`src/gdmc_pkg.sv`:
```
package gdmc_pkg;

  // Command codes carried in the request tuser
  localparam int CMD_W = 2;
  localparam logic [CMD_W-1:0] CMD_SPEED    = 2'd0;
  localparam logic [CMD_W-1:0] CMD_POSITION = 2'd1;
  localparam logic [CMD_W-1:0] CMD_SAMPLE   = 2'd2;
  localparam logic [CMD_W-1:0] CMD_TICK     = 2'd3;

  // Configuration register map
  localparam int CFG_INDEX_W = 3;
  localparam int CFG_DATA_W  = 32;
  localparam logic [CFG_INDEX_W-1:0] REG_DEFAULT_SPEED = 3'd0;
  localparam logic [CFG_INDEX_W-1:0] REG_OPEN_LIMIT    = 3'd1;
  localparam logic [CFG_INDEX_W-1:0] REG_CLOSE_LIMIT   = 3'd2;
  localparam logic [CFG_INDEX_W-1:0] REG_NEAR_MARGIN   = 3'd3;
  localparam logic [CFG_INDEX_W-1:0] REG_PROP_GAIN     = 3'd4;
  localparam logic [CFG_INDEX_W-1:0] REG_SPEED_CAP     = 3'd5;

  // Fixed register widths
  localparam int MARGIN_BITS = 16;
  localparam int GAIN_BITS   = 16;
  localparam int CAP_BITS    = 19;

  // Register reset values
  localparam int RST_OPEN_LIMIT  = 40000;
  localparam int RST_CLOSE_LIMIT = 0;
  localparam int RST_NEAR_MARGIN = 2000;
  localparam int RST_PROP_GAIN   = 1280;
  localparam int RST_SPEED_CAP   = 500000;

  // Result flags, in_position_mode in bit 0
  typedef struct packed {
    logic target_reached;
    logic in_position_mode;
  } out_flags_t;

endpackage

```
`src/gdmc_cfg_regs.sv`:
```
module gdmc_cfg_regs
  import gdmc_pkg::*;
#(
  parameter int POS_BITS   = 17,
  parameter int SPEED_BITS = 20
) (
  input  logic                          clk,
  input  logic                          rst,
  input  logic                          wr_en,
  input  logic [CFG_INDEX_W-1:0]        wr_index,
  input  logic [CFG_DATA_W-1:0]         wr_data,
  output logic signed [SPEED_BITS-1:0]  default_speed,
  output logic signed [POS_BITS-1:0]    open_limit,
  output logic signed [POS_BITS-1:0]    close_limit,
  output logic [MARGIN_BITS-1:0]        near_margin,
  output logic [GAIN_BITS-1:0]          prop_gain,
  output logic [CAP_BITS-1:0]           speed_cap
);

  // Decode a write request; indexes beyond the map are dropped
  always_ff @(posedge clk) begin
    if (rst) begin
      default_speed <= '0;
      open_limit    <= POS_BITS'(RST_OPEN_LIMIT);
      close_limit   <= POS_BITS'(RST_CLOSE_LIMIT);
      near_margin   <= MARGIN_BITS'(RST_NEAR_MARGIN);
      prop_gain     <= GAIN_BITS'(RST_PROP_GAIN);
      speed_cap     <= CAP_BITS'(RST_SPEED_CAP);
    end else if (wr_en) begin
      case (wr_index)
        REG_DEFAULT_SPEED: default_speed <= wr_data[SPEED_BITS-1:0];
        REG_OPEN_LIMIT:    open_limit    <= wr_data[POS_BITS-1:0];
        REG_CLOSE_LIMIT:   close_limit   <= wr_data[POS_BITS-1:0];
        REG_NEAR_MARGIN:   near_margin   <= wr_data[MARGIN_BITS-1:0];
        REG_PROP_GAIN:     prop_gain     <= wr_data[GAIN_BITS-1:0];
        REG_SPEED_CAP:     speed_cap     <= wr_data[CAP_BITS-1:0];
        default: ;
      endcase
    end
  end

endmodule

```
`src/gdmc_step.sv`:
```
module gdmc_step
  import gdmc_pkg::*;
#(
  parameter int POS_BITS       = 17,
  parameter int SPEED_BITS     = 20,
  parameter int GAIN_FRAC_BITS = 8
) (
  // Current request
  input  logic [CMD_W-1:0]              cmd,
  input  logic signed [SPEED_BITS-1:0]  request_value,
  input  logic signed [POS_BITS-1:0]    finger_one_pos,
  input  logic signed [POS_BITS-1:0]    finger_two_pos,
  // Configuration
  input  logic signed [SPEED_BITS-1:0]  default_speed,
  input  logic signed [POS_BITS-1:0]    open_limit,
  input  logic signed [POS_BITS-1:0]    close_limit,
  input  logic [MARGIN_BITS-1:0]        near_margin,
  input  logic [GAIN_BITS-1:0]          prop_gain,
  input  logic [CAP_BITS-1:0]           speed_cap,
  // Current state
  input  logic                          mode_is_position,
  input  logic                          moving_closed,
  input  logic [SPEED_BITS-1:0]         speed_magnitude,
  input  logic signed [SPEED_BITS-1:0]  signed_drive,
  input  logic signed [POS_BITS-1:0]    target_opening,
  input  logic signed [POS_BITS-1:0]    first_finger,
  input  logic signed [POS_BITS-1:0]    second_finger,
  // Next state
  output logic                          mode_is_position_next,
  output logic                          moving_closed_next,
  output logic [SPEED_BITS-1:0]         speed_magnitude_next,
  output logic signed [SPEED_BITS-1:0]  signed_drive_next,
  output logic signed [POS_BITS-1:0]    target_opening_next,
  output logic signed [POS_BITS-1:0]    first_finger_next,
  output logic signed [POS_BITS-1:0]    second_finger_next,
  // Result
  output logic                          emit,
  output logic signed [SPEED_BITS-1:0]  drive_speed,
  output out_flags_t                    flags
);

  localparam int SUM_W  = POS_BITS + 1;
  localparam int CMP_W  = ((SPEED_BITS > POS_BITS) ? SPEED_BITS : POS_BITS) + 1;
  localparam int LIM_W  = ((POS_BITS > MARGIN_BITS) ? POS_BITS : MARGIN_BITS) + 2;
  localparam int PROD_W = SUM_W + GAIN_BITS + 1;
  localparam int DRV_W  = ((PROD_W > SPEED_BITS) ? PROD_W : SPEED_BITS) + 2;
  localparam int MAG_W  = (SUM_W > MARGIN_BITS) ? SUM_W : MARGIN_BITS;
  localparam logic [SPEED_BITS-1:0] SPEED_MAX = {1'b0, {(SPEED_BITS-1){1'b1}}};
  localparam logic [SPEED_BITS-1:0] SPEED_MIN = {1'b1, {(SPEED_BITS-1){1'b0}}};

  logic signed [SUM_W-1:0]      sample_sum;
  logic signed [POS_BITS-1:0]   sample_avg;
  logic signed [SUM_W-1:0]      stored_sum;
  logic signed [POS_BITS-1:0]   stored_avg;
  logic [SPEED_BITS-1:0]        default_neg;
  logic [SPEED_BITS-1:0]        default_abs;
  logic [SPEED_BITS-1:0]        magnitude;
  logic signed [CMP_W-1:0]      req_x;
  logic signed [CMP_W-1:0]      open_x;
  logic signed [CMP_W-1:0]      close_x;
  logic signed [LIM_W-1:0]      margin_l;
  logic signed [LIM_W-1:0]      avg_l;
  logic signed [LIM_W-1:0]      open_near;
  logic signed [LIM_W-1:0]      close_near;
  logic signed [SUM_W-1:0]      pos_err;
  logic [SUM_W-1:0]             err_mag;
  logic signed [GAIN_BITS:0]    gain_s;
  logic signed [PROD_W-1:0]     product;
  logic signed [PROD_W-1:0]     product_sh;
  logic signed [DRV_W-1:0]      drv_x;
  logic signed [DRV_W-1:0]      cap_x;
  logic signed [DRV_W-1:0]      capped;
  logic signed [DRV_W-1:0]      smax_x;
  logic signed [DRV_W-1:0]      smin_x;
  logic signed [DRV_W-1:0]      limited;
  logic                         reached;

  // Finger averages, floor of the half sum
  assign sample_sum = SUM_W'(finger_one_pos) + SUM_W'(finger_two_pos);
  assign sample_avg = POS_BITS'(sample_sum >>> 1);
  assign stored_sum = SUM_W'(first_finger) + SUM_W'(second_finger);
  assign stored_avg = POS_BITS'(stored_sum >>> 1);

  // Speed magnitude: positive request or saturated |default_speed|
  assign default_neg = -default_speed;
  always_comb begin
    if (!default_speed[SPEED_BITS-1]) begin
      default_abs = default_speed;
    end else if (default_neg[SPEED_BITS-1]) begin
      default_abs = SPEED_MAX;
    end else begin
      default_abs = default_neg;
    end
  end
  assign magnitude = (!request_value[SPEED_BITS-1] && (request_value != '0)) ?
                     request_value : default_abs;

  // Target clamp operands
  assign req_x   = CMP_W'(request_value);
  assign open_x  = CMP_W'(open_limit);
  assign close_x = CMP_W'(close_limit);

  // Reversal thresholds
  assign margin_l   = LIM_W'($signed({1'b0, near_margin}));
  assign avg_l      = LIM_W'(sample_avg);
  assign open_near  = LIM_W'(open_limit) - margin_l;
  assign close_near = LIM_W'(close_limit) + margin_l;

  // Proportional drive, Q8.8 gain with floor on the dropped fraction
  assign pos_err    = SUM_W'(target_opening) - SUM_W'(stored_avg);
  assign err_mag    = pos_err[SUM_W-1] ? SUM_W'(-pos_err) : SUM_W'(pos_err);
  assign reached    = MAG_W'(err_mag) < MAG_W'(near_margin);
  assign gain_s     = $signed({1'b0, prop_gain});
  assign product    = PROD_W'(pos_err) * PROD_W'(gain_s);
  assign product_sh = product >>> GAIN_FRAC_BITS;

  // Saturate to the cap, then to the speed range
  assign drv_x  = DRV_W'(product_sh);
  assign cap_x  = DRV_W'($signed({1'b0, speed_cap}));
  assign smax_x = DRV_W'($signed(SPEED_MAX));
  assign smin_x = DRV_W'($signed(SPEED_MIN));
  always_comb begin
    if (drv_x > cap_x) begin
      capped = cap_x;
    end else if (drv_x < -cap_x) begin
      capped = -cap_x;
    end else begin
      capped = drv_x;
    end
    if (capped > smax_x) begin
      limited = smax_x;
    end else if (capped < smin_x) begin
      limited = smin_x;
    end else begin
      limited = capped;
    end
  end

  // Apply the request to the state and form the result
  always_comb begin
    mode_is_position_next = mode_is_position;
    moving_closed_next    = moving_closed;
    speed_magnitude_next  = speed_magnitude;
    signed_drive_next     = signed_drive;
    target_opening_next   = target_opening;
    first_finger_next     = first_finger;
    second_finger_next    = second_finger;
    emit                  = 1'b0;
    drive_speed           = signed_drive;
    flags                 = '0;
    case (cmd)
      CMD_SPEED: begin
        mode_is_position_next = 1'b0;
        speed_magnitude_next  = magnitude;
        signed_drive_next     = moving_closed ? -magnitude : magnitude;
      end
      CMD_POSITION: begin
        mode_is_position_next = 1'b1;
        if (req_x > open_x) begin
          target_opening_next = open_limit;
        end else if (req_x < close_x) begin
          target_opening_next = close_limit;
        end else begin
          target_opening_next = POS_BITS'(request_value);
        end
      end
      CMD_SAMPLE: begin
        first_finger_next  = finger_one_pos;
        second_finger_next = finger_two_pos;
        if (!mode_is_position) begin
          if (!moving_closed && (avg_l >= open_near)) begin
            moving_closed_next = 1'b1;
            signed_drive_next  = -speed_magnitude;
          end else if (moving_closed && (avg_l <= close_near)) begin
            moving_closed_next = 1'b0;
            signed_drive_next  = speed_magnitude;
          end
        end
      end
      CMD_TICK: begin
        emit = 1'b1;
        if (mode_is_position) begin
          drive_speed            = reached ? '0 : SPEED_BITS'(limited);
          flags.in_position_mode = 1'b1;
          flags.target_reached   = reached;
        end
      end
      default: ;
    endcase
  end

endmodule

```
`src/gripper_dual_mode_drive_controller_core.sv`:
```
// Gripper drive controller with a velocity mode and a proportional position
// mode. Requests arrive on the s_ stream with the command in s_tuser (speed
// request, position request, finger sample, tick); only a tick produces a
// result on the m_ stream. Each request is held in the input register and
// passes once through the update logic; a new request is taken every cycle
// and the only stall comes from a tick whose result register is still full.
// The proportional multiply, the saturation and the deadband compare all
// sit in that one pass. Registers on the cfg port are to be written by the
// user only while the block is idle; the block does not enforce this.
// Writes to indexes beyond the speed cap are dropped.
module gripper_dual_mode_drive_controller_core
  import gdmc_pkg::*;
#(
  parameter int POS_BITS       = 17,
  parameter int SPEED_BITS     = 20,
  parameter int GAIN_FRAC_BITS = 8
) (
  input  logic                                      clk,
  input  logic                                      rst,
  // Request stream
  input  logic                                      s_tvalid,
  output logic                                      s_tready,
  // request_value, finger_one_pos, finger_two_pos
  input  logic [((SPEED_BITS+2*POS_BITS+7)/8)*8-1:0] s_tdata,
  // cmd
  input  logic [CMD_W-1:0]                          s_tuser,
  // Result stream
  output logic                                      m_tvalid,
  input  logic                                      m_tready,
  // drive_speed
  output logic [((SPEED_BITS+7)/8)*8-1:0]           m_tdata,
  // in_position_mode, target_reached
  output logic [1:0]                                m_tuser,
  // Configuration writes
  input  logic                                      cfg_valid,
  output logic                                      cfg_ready,
  input  logic [CFG_INDEX_W-1:0]                    cfg_index,
  input  logic [CFG_DATA_W-1:0]                     cfg_data
);

  localparam int OUT_W = ((SPEED_BITS + 7) / 8) * 8;

  logic signed [SPEED_BITS-1:0] default_speed;
  logic signed [POS_BITS-1:0]   open_limit;
  logic signed [POS_BITS-1:0]   close_limit;
  logic [MARGIN_BITS-1:0]       near_margin;
  logic [GAIN_BITS-1:0]         prop_gain;
  logic [CAP_BITS-1:0]          speed_cap;

  logic                         in_valid;
  logic [CMD_W-1:0]             in_cmd;
  logic signed [SPEED_BITS-1:0] in_req;
  logic signed [POS_BITS-1:0]   in_f1;
  logic signed [POS_BITS-1:0]   in_f2;

  logic                         mode_is_position;
  logic                         moving_closed;
  logic [SPEED_BITS-1:0]        speed_magnitude;
  logic signed [SPEED_BITS-1:0] signed_drive;
  logic signed [POS_BITS-1:0]   target_opening;
  logic signed [POS_BITS-1:0]   first_finger;
  logic signed [POS_BITS-1:0]   second_finger;

  logic                         mode_is_position_next;
  logic                         moving_closed_next;
  logic [SPEED_BITS-1:0]        speed_magnitude_next;
  logic signed [SPEED_BITS-1:0] signed_drive_next;
  logic signed [POS_BITS-1:0]   target_opening_next;
  logic signed [POS_BITS-1:0]   first_finger_next;
  logic signed [POS_BITS-1:0]   second_finger_next;

  logic                         emit;
  logic signed [SPEED_BITS-1:0] step_drive;
  out_flags_t                   step_flags;
  logic                         advance;
  logic signed [SPEED_BITS-1:0] out_drive;
  out_flags_t                   out_flags;

  assign cfg_ready = 1'b1;

  gdmc_cfg_regs #(
    .POS_BITS   (POS_BITS),
    .SPEED_BITS (SPEED_BITS)
  ) u_cfg (
    .clk           (clk),
    .rst           (rst),
    .wr_en         (cfg_valid & cfg_ready),
    .wr_index      (cfg_index),
    .wr_data       (cfg_data),
    .default_speed (default_speed),
    .open_limit    (open_limit),
    .close_limit   (close_limit),
    .near_margin   (near_margin),
    .prop_gain     (prop_gain),
    .speed_cap     (speed_cap)
  );

  // Advance the held request unless it is a tick blocked by a full result
  assign advance  = in_valid && ((in_cmd != CMD_TICK) || !m_tvalid || m_tready);
  assign s_tready = !in_valid || advance;

  // Input register
  always_ff @(posedge clk) begin
    if (rst) begin
      in_valid <= 1'b0;
    end else if (s_tready) begin
      in_valid <= s_tvalid;
    end
  end

  always_ff @(posedge clk) begin
    if (s_tready && s_tvalid) begin
      in_cmd <= s_tuser;
      in_req <= s_tdata[SPEED_BITS-1:0];
      in_f1  <= s_tdata[SPEED_BITS+POS_BITS-1:SPEED_BITS];
      in_f2  <= s_tdata[SPEED_BITS+2*POS_BITS-1:SPEED_BITS+POS_BITS];
    end
  end

  gdmc_step #(
    .POS_BITS       (POS_BITS),
    .SPEED_BITS     (SPEED_BITS),
    .GAIN_FRAC_BITS (GAIN_FRAC_BITS)
  ) u_step (
    .cmd                   (in_cmd),
    .request_value         (in_req),
    .finger_one_pos        (in_f1),
    .finger_two_pos        (in_f2),
    .default_speed         (default_speed),
    .open_limit            (open_limit),
    .close_limit           (close_limit),
    .near_margin           (near_margin),
    .prop_gain             (prop_gain),
    .speed_cap             (speed_cap),
    .mode_is_position      (mode_is_position),
    .moving_closed         (moving_closed),
    .speed_magnitude       (speed_magnitude),
    .signed_drive          (signed_drive),
    .target_opening        (target_opening),
    .first_finger          (first_finger),
    .second_finger         (second_finger),
    .mode_is_position_next (mode_is_position_next),
    .moving_closed_next    (moving_closed_next),
    .speed_magnitude_next  (speed_magnitude_next),
    .signed_drive_next     (signed_drive_next),
    .target_opening_next   (target_opening_next),
    .first_finger_next     (first_finger_next),
    .second_finger_next    (second_finger_next),
    .emit                  (emit),
    .drive_speed           (step_drive),
    .flags                 (step_flags)
  );

  // Controller state, updated as each request leaves the input register
  always_ff @(posedge clk) begin
    if (rst) begin
      mode_is_position <= 1'b0;
      moving_closed    <= 1'b0;
      speed_magnitude  <= '0;
      signed_drive     <= '0;
      target_opening   <= '0;
      first_finger     <= '0;
      second_finger    <= '0;
    end else if (advance) begin
      mode_is_position <= mode_is_position_next;
      moving_closed    <= moving_closed_next;
      speed_magnitude  <= speed_magnitude_next;
      signed_drive     <= signed_drive_next;
      target_opening   <= target_opening_next;
      first_finger     <= first_finger_next;
      second_finger    <= second_finger_next;
    end
  end

  // Result register
  always_ff @(posedge clk) begin
    if (rst) begin
      m_tvalid <= 1'b0;
    end else if (advance && emit) begin
      m_tvalid <= 1'b1;
    end else if (m_tready) begin
      m_tvalid <= 1'b0;
    end
  end

  always_ff @(posedge clk) begin
    if (advance && emit) begin
      out_drive <= step_drive;
      out_flags <= step_flags;
    end
  end

  assign m_tdata = OUT_W'($unsigned(out_drive));
  assign m_tuser = out_flags;

endmodule

```
`config.mk`:
```
export PLATFORM = sky130hd
export DESIGN_NAME = gripper_dual_mode_drive_controller_core
export DESIGN_NICKNAME = d
export VERILOG_FILES = /design/src/gdmc_pkg.sv /design/src/gdmc_cfg_regs.sv /design/src/gdmc_step.sv /design/src/gripper_dual_mode_drive_controller_core.sv
export SDC_FILE = /design/constraint.sdc
export NUM_CORES = 2
export LEC_CHECK = 0
export BUFFER_PORTS_ARGS = -buffer_cell sky130_fd_sc_hd__buf_2
export CAP_MARGIN = 20
export CORE_MARGIN = 2
export CORE_UTILIZATION = 50
export DETAILED_ROUTE_END_ITERATION = 6
export PLACE_DENSITY = 0.72
export SYNTH_ARGS = -nofsm -noshare
export SYNTH_HDL_FRONTEND = slang
export SYNTH_SLANG_ARGS = --single-unit
```
`constraint.sdc`:
```
create_clock -name clk -period 17.5 [get_ports clk]
set_input_delay 3.5 -clock clk [delete_from_list [all_inputs] [get_ports clk]]
set_output_delay 3.5 -clock clk [all_outputs]
set_load 0.005 [all_outputs]
```
# == Yosys cells after proc, flatten, opt, wreduce, memory -nomap -nowiden ==
# Index checks and enable logic that the tools add are counted.
# totals
out_inout_bits,29
reg_bits,278
wordCells,112
inputBits,98
# op_classes
n_bitwise,1
reduce_logical,33
magnitude_cmp,9
mux,25
add_sub_neg,10
eq_ne,11
n_mul,1
# ops
operator,n
20-bit two-way mux,10
37-bit two-way mux,2
20-bit negator,3
17-bit by 17-bit adder with 18-bit output,3
20-bit case mux with 2 select lines,1
19-bit two-way mux,2
37-bit by 20-bit greater-than comparator with 1-bit output (second input constant),1
27-bit by 37-bit less-than comparator with 1-bit output,1
37-bit by 20-bit less-than comparator with 1-bit output (second input constant),1
19-bit negator with 37-bit output,1
17-bit by 17-bit subtractor with 18-bit output,2
18-bit by 17-bit multiplier with 35-bit output,1
17-bit two-way mux,2
27-bit by 20-bit greater-than comparator with 1-bit output,1
2-bit AND reduction,11
20-bit by 17-bit greater-than comparator with 1-bit output,1
20-bit by 17-bit less-than comparator with 1-bit output,1
20-bit nonzero test,1
17-bit by 18-bit >= comparator with 1-bit output,1
17-bit by 18-bit less-or-equal comparator with 1-bit output,1
18-bit by 16-bit less-than comparator with 1-bit output,1
18-bit two-way mux,1
18-bit negator,1
4-bit AND reduction,2
other kinds (16),38

# == Logic depth before layout (Yosys ltp) ==
# depth
ltp_word,12
ltp_mapped,59
ltp_nobuf,55

# == Modules after synthesis ==
# A second synthesis with hierarchy kept.
# hier_totals
hier_cells,3853
hier_area_um2,33799.9
# modules_own_cells
mod,cells_per_inst,area_per_inst_um2,seq_area_each_um2,n_inst
gdmc_step,2961,22967.0,0.0,1
gripper_dual_mode_drive_controller_core,500,6628.9,4244.1,1
gdmc_cfg_regs,392,4204.0,2102.0,1

# == Worst setup path before layout ==
# No wires, ideal clock.
# synth_timing
path_kind,register -> register
start,reg first_finger[1]
end,"reg out_drive[15], data pin"
period_less_slack_ns,12.832
setup_slack_ns,4.668
path_stages_with_launch,50
setup_ns,0.278
path_buffers,3
required_ns,17.222
t_arrival_ns,12.554
path_cell_list,dfxtp_1 -> ha_1 -> a31o_2 -> a21oi_1 -> o21ai_0 -> a21oi_1 -> nor2b_1 -> o21ai_0 -> a21oi_1 -> a41oi_1 -> a21oi_1 -> a41o_1 -> or3_1 -> ha_1 -> a21o_1 -> nand2b_1 -> a31oi_1 -> clkbuf_1 -> [14 not listed] -> or3_1 -> a221o_1 -> a21oi_1 -> xor2_1 -> inv_1 -> ha_1 -> a21o_1 -> a21o_1 -> a21oi_1 -> nand3b_1 -> a211oi_1 -> nor3_1 -> o211ai_1 -> nand3_1 -> buf_2 -> and3_1 -> o31ai_1 -> o211ai_1
# synth_via
elab_chain_cells,12
elab_cells_between_ends,17
cone_classes,add/sub: 3; mul: 1; order compare: 5; mux: 8
# synth_rtl
element,line,rtl
start: declaration,gripper_dual_mode_drive_controller_core.sv:61,logic signed [POS_BITS-1:0] first_finger;
start signal: assignment,gripper_dual_mode_drive_controller_core.sv:170,first_finger <= first_finger_next;
17-bit by 17-bit adder with 18-bit output *,gdmc_step.sv:81,assign stored_sum = SUM_W'(first_finger) + SUM_W'(second_finger);
17-bit by 17-bit subtractor with 18-bit output *,gdmc_step.sv:110,assign pos_err = SUM_W'(target_opening) - SUM_W'(stored_avg);
18-bit by 17-bit multiplier with 35-bit output,gdmc_step.sv:114,assign product = PROD_W'(pos_err) * PROD_W'(gain_s);
27-bit by 37-bit less-than comparator with 1-bit output,gdmc_step.sv:125,end else if (drv_x < -cap_x) begin
37-bit two-way mux,gdmc_step.sv:125,
37-bit two-way mux,gdmc_step.sv:123,if (drv_x > cap_x) begin
37-bit by 20-bit less-than comparator with 1-bit output,gdmc_step.sv:132,end else if (capped < smin_x) begin
20-bit two-way mux,gdmc_step.sv:132,
20-bit two-way mux,gdmc_step.sv:130,if (capped > smax_x) begin
20-bit two-way mux *,gdmc_step.sv:183,drive_speed = reached ? '0 : SPEED_BITS'(limited);
20-bit two-way mux *,gdmc_step.sv:182,if (mode_is_position) begin
20-bit two-way mux *,gdmc_step.sv:151,case (cmd)
via step_drive[15],gripper_dual_mode_drive_controller_core.sv:73,logic signed [SPEED_BITS-1:0] step_drive;
end signal: assignment,gripper_dual_mode_drive_controller_core.sv:188,out_drive <= step_drive;
end: declaration,gripper_dual_mode_drive_controller_core.sv:76,logic signed [SPEED_BITS-1:0] out_drive;
# The timed path passes the listed nets; every way through them passes the cells marked *.
# A chain may end at the register's enable or synchronous reset.

# == Final worst setup path ==
# layout_timing
start,reg first_finger[1]
end,"reg out_drive[9], data pin"
# The elaborated chain is that of the path after synthesis.

==> impl_metrics.env <==
export IMPL_status="completed"
export IMPL_clk_latency_ns=0.57
export IMPL_clockPowerShare=0.110
export IMPL_cts_setup_buffers=0
export IMPL_cts_max_path_buffers=3
export IMPL_slew_violations=0
export IMPL_firstDrtPassIters=6
export IMPL_place_inst=4631
export IMPL_fmax_ghz=0.0659
export IMPL_crit_path_start="first_finger[1]"
export IMPL_grt_max_degree=110
export IMPL_h_tree_depth=1
export IMPL_critPathMaxStageDelay_ns=0.97
export IMPL_cp_max_fo=33
export IMPL_grt_pass1_vias=26400
export IMPL_drv_cap=0
export IMPL_hold_path_class="flop to flop"
export IMPL_post_route_period_util=0.867
export IMPL_gp_congestion=0.931
export IMPL_core_area_mm2=0.0629
export IMPL_fin_nets=4516
export IMPL_hold_viol_final=0
export IMPL_antenna_found_initial=2
export IMPL_period_minus_slack_ns=15.16
export IMPL_finalSetupViolCount=0
export IMPL_antenna_cells=0
export IMPL_cellLeakagePower_uw=0.0151
export IMPL_cts_root_buffer="clkbuf_16"
export IMPL_hpwlAfterDp_um=67100
export IMPL_cp_arrival_ns=15.51
export IMPL_syn_inst=3820
export IMPL_setup_tns_ns=0
export IMPL_synth_edf_count=78
export IMPL_die_area_mm2=0.0655
export IMPL_synth_async_reset_ratio=0
export IMPL_cp_top_family="adder cells"
export IMPL_r2r_start="first_finger[1]"
export IMPL_routedWlPerCell_um=18.1
export IMPL_cts_buffers_inserted=29
export IMPL_hold_slack_ns=0.458
export IMPL_wirelength_um=85000
export IMPL_synth_top_area_cell="fa_1"
export IMPL_yosysSeqAreaShare=0.200
export IMPL_ctsHoldBuffers=0
export IMPL_clkSinkCount=278
export IMPL_slew_headroom=0.255
export IMPL_startpoint_type="flop"
export IMPL_ir_drop_mv=0.347
export IMPL_crit_slowest_cell="ha_1"
export IMPL_yosys_top_cells_area="fa_1, dfxtp_1, ha_1"
export IMPL_synth_top_area_frac=0.181
export IMPL_yosys_warnings=0
export IMPL_avgSynthCellArea_um2=8.30
export IMPL_grt_usage=0.263
export IMPL_gr_total_overflow=0
export IMPL_drc=0
export IMPL_drt_iter0_markers=2110
export IMPL_reg2reg_to="out_drive[9]"
export IMPL_required_ns=17.84
export IMPL_rsz0062_at_grt="false"
export IMPL_postCtsResizedCells=0
export IMPL_grt_pass1_wl_um=140000
export IMPL_io_buffers=107
export IMPL_fp_dieW_um=256
export IMPL_critPathKind="flop to flop"
export IMPL_die_height_um=256
export IMPL_ys_types=96
export IMPL_p_int_uw=2650
export IMPL_reg2reg_depth=50
export IMPL_placementRows=92
export IMPL_switching_share=0.550
export IMPL_skew_ns=0.0174
export IMPL_power_net_switching_uw=3230
export IMPL_crit_cells=50
export IMPL_max_slew_worst_pin_slew_ns=1.11
export IMPL_cts_tree="built"
export IMPL_crit_end="out_drive[9]"
export IMPL_stdcell_count=4685
export IMPL_ff2ff_setup_slack_ns=2.34
export IMPL_io_pins=127
export IMPL_vias_per_cell=5.72
export IMPL_antenna_left=0
export IMPL_start_util=0.505
export IMPL_num_vias=26800
export IMPL_p_seq_frac=0.121
export IMPL_path_buf_inv=6
export IMPL_path_clk_slew_ns=0.07
export IMPL_area_delta_synth_final_pct=6.90
export IMPL_power_per_cell_area_mw_per_mm2=174
export IMPL_ys_ff_latch=278
export IMPL_syn_cell_area_mm2=0.0317
export IMPL_synthFlopType="dfxtp_1"
export IMPL_endpoint_kind="flop"
export IMPL_power_frac_comb=0.769
export IMPL_drive_gt1_frac=0.0669
## registers in the layout (all words and copies together), names as in the netlist
name                 cells
in_req                  20
out_drive               20
signed_drive            20
speed_magnitude         20
u_cfg.default_speed     20
u_cfg.speed_cap         19
first_finger            17
in_f1                   17
in_f2                   17
second_finger           17
target_opening          17
u_cfg.close_limit       17
u_cfg.open_limit        17
u_cfg.near_margin       16
u_cfg.prop_gain         16
in_cmd                   2
m_tuser                  2
in_valid                 1
m_tvalid                 1
mode_is_position         1
moving_closed            1
## layout by cell type (no fill, tap or decap), types with 13 or more instances in the layout
cell type / n
xnor2_1: 111
o21ai_0: 103
nand2_1: 621
nand3b_1: 23
nor4_1: 24
o211ai_1: 30
ha_1: 314
nor2b_1: 54
a21o_1: 54
a211oi_1: 44
and3_1: 36
edfxtp_1: 78
nand2b_1: 38
clkbuf_16: 30
fa_1: 287
o31ai_1: 15
mux2i_1: 32
nand3_1: 65
a21oi_1: 276
buf_4: 32
dfxtp_1: 200
or3_1: 27
and2_1: 100
xor2_1: 67
a31oi_1: 21
mux2_2: 17
nand4_1: 35
nor2_1: 134
a21boi_0: 13
o21a_1: 29
inv_1: 511
nor3_1: 61
o21bai_1: 15
buf_2: 106
## cell usage after synthesis, types with 36 or more instances
library cell / n
a211oi_1: 44
a21o_1: 54
a21oi_1: 276
and2_1: 101
and3_1: 36
clkbuf_1: 149
dfxtp_1: 200
edfxtp_1: 78
fa_1: 287
ha_1: 314
inv_1: 511
nand2_1: 621
nand2b_1: 38
nand3_1: 65
nor2_1: 134
nor2b_1: 55
nor3_1: 61
o21ai_0: 103
xnor2_1: 113
xor2_1: 67
## power groups by stage
stage | combinational, µW | clock, µW | sequential [µW]
after floorplan | 3290 | 0 | 711
after global placement | 4360 | 0 | 726
after detailed placement | 4430 | 0 | 726
after CTS | 4460 | 657 | 712
after global routing | 5040 | 678 | 715
final | 4520 | 647 | 713
## how the worst min path moves through the flow
stage | from | endpoint | slack (ns) | depth (start not counted)
floorplan | signed_drive[13] | signed_drive[13] | 0.42 | 2
global placement | target_opening[0] | target_opening[0] | 0.44 | 2
detailed placement | signed_drive[15] | signed_drive[15] | 0.44 | 2
CTS | signed_drive[12] | signed_drive[12] | 0.46 | 2
global route | signed_drive[2] | signed_drive[2] | 0.47 | 2
finish | signed_drive[12] | signed_drive[12] | 0.46 | 2
## worst reg2reg max path, delay by kind of cell (launching register included)
family	cells	cell delay [ns]
adder cells (fa/ha/maj)	9	5.07
AO/OA/AOI/OAI	20	4.85
flip-flops	1	0.36
XOR/XNOR	4	1.18
buffers and inverters	6	0.75
AND/OR/NAND/NOR	11	2.76
## through the flow
| step | setup slack (ns) | total power [µW] | utilization | instance area [µm²] |
|---|---|---|---|---|
| 3_5_place_dp | 2.59 | 5150 | 0.524 | 32900 |
| 3_3_place_gp | 2.75 | 5080 | 0.523 | 32900 |
| 5_1_grt | 1.09 | 6430 | 0.539 | 33900 |
| 4_1_cts | 2.55 | 5820 | 0.539 | 33900 |
| 6_report | 2.34 | 5880 | 0.539 | 33900 |
| 2_1_floorplan | 4.67 | 4000 | - | 31700 |
## cells by family after synthesis
logic type | synth area share
AOI/OAI and AO/OA | 0.149
xor gates and xnor gates | 0.0497
adders and majority gates | 0.307
buffers and inverters | 0.0830
DFF | 0.200
muxes | 0.0161
other | 0.000237
and+or+nand+nor | 0.195
## layer usage
layer,wire (µm),global-route usage,vias to the layer above
met5,0,0,-
met4,2470,0.0723,0
li1,-,-,12800
met1,36800,0.360,13000
met3,5630,0.0295,160
met2,40100,0.442,836
## area by class of cell
cell class                 count  area, µm²
fill                        5885      28900
multi-input combinational   2855      22800
sequential                   278       6350
inverter                     513       1930
tap                          846       1060
clock buffer                  37        807
timing repair buffer         140        793
clock inverter                16        179
No activity file was read; power rests on OpenSTA's default activity.
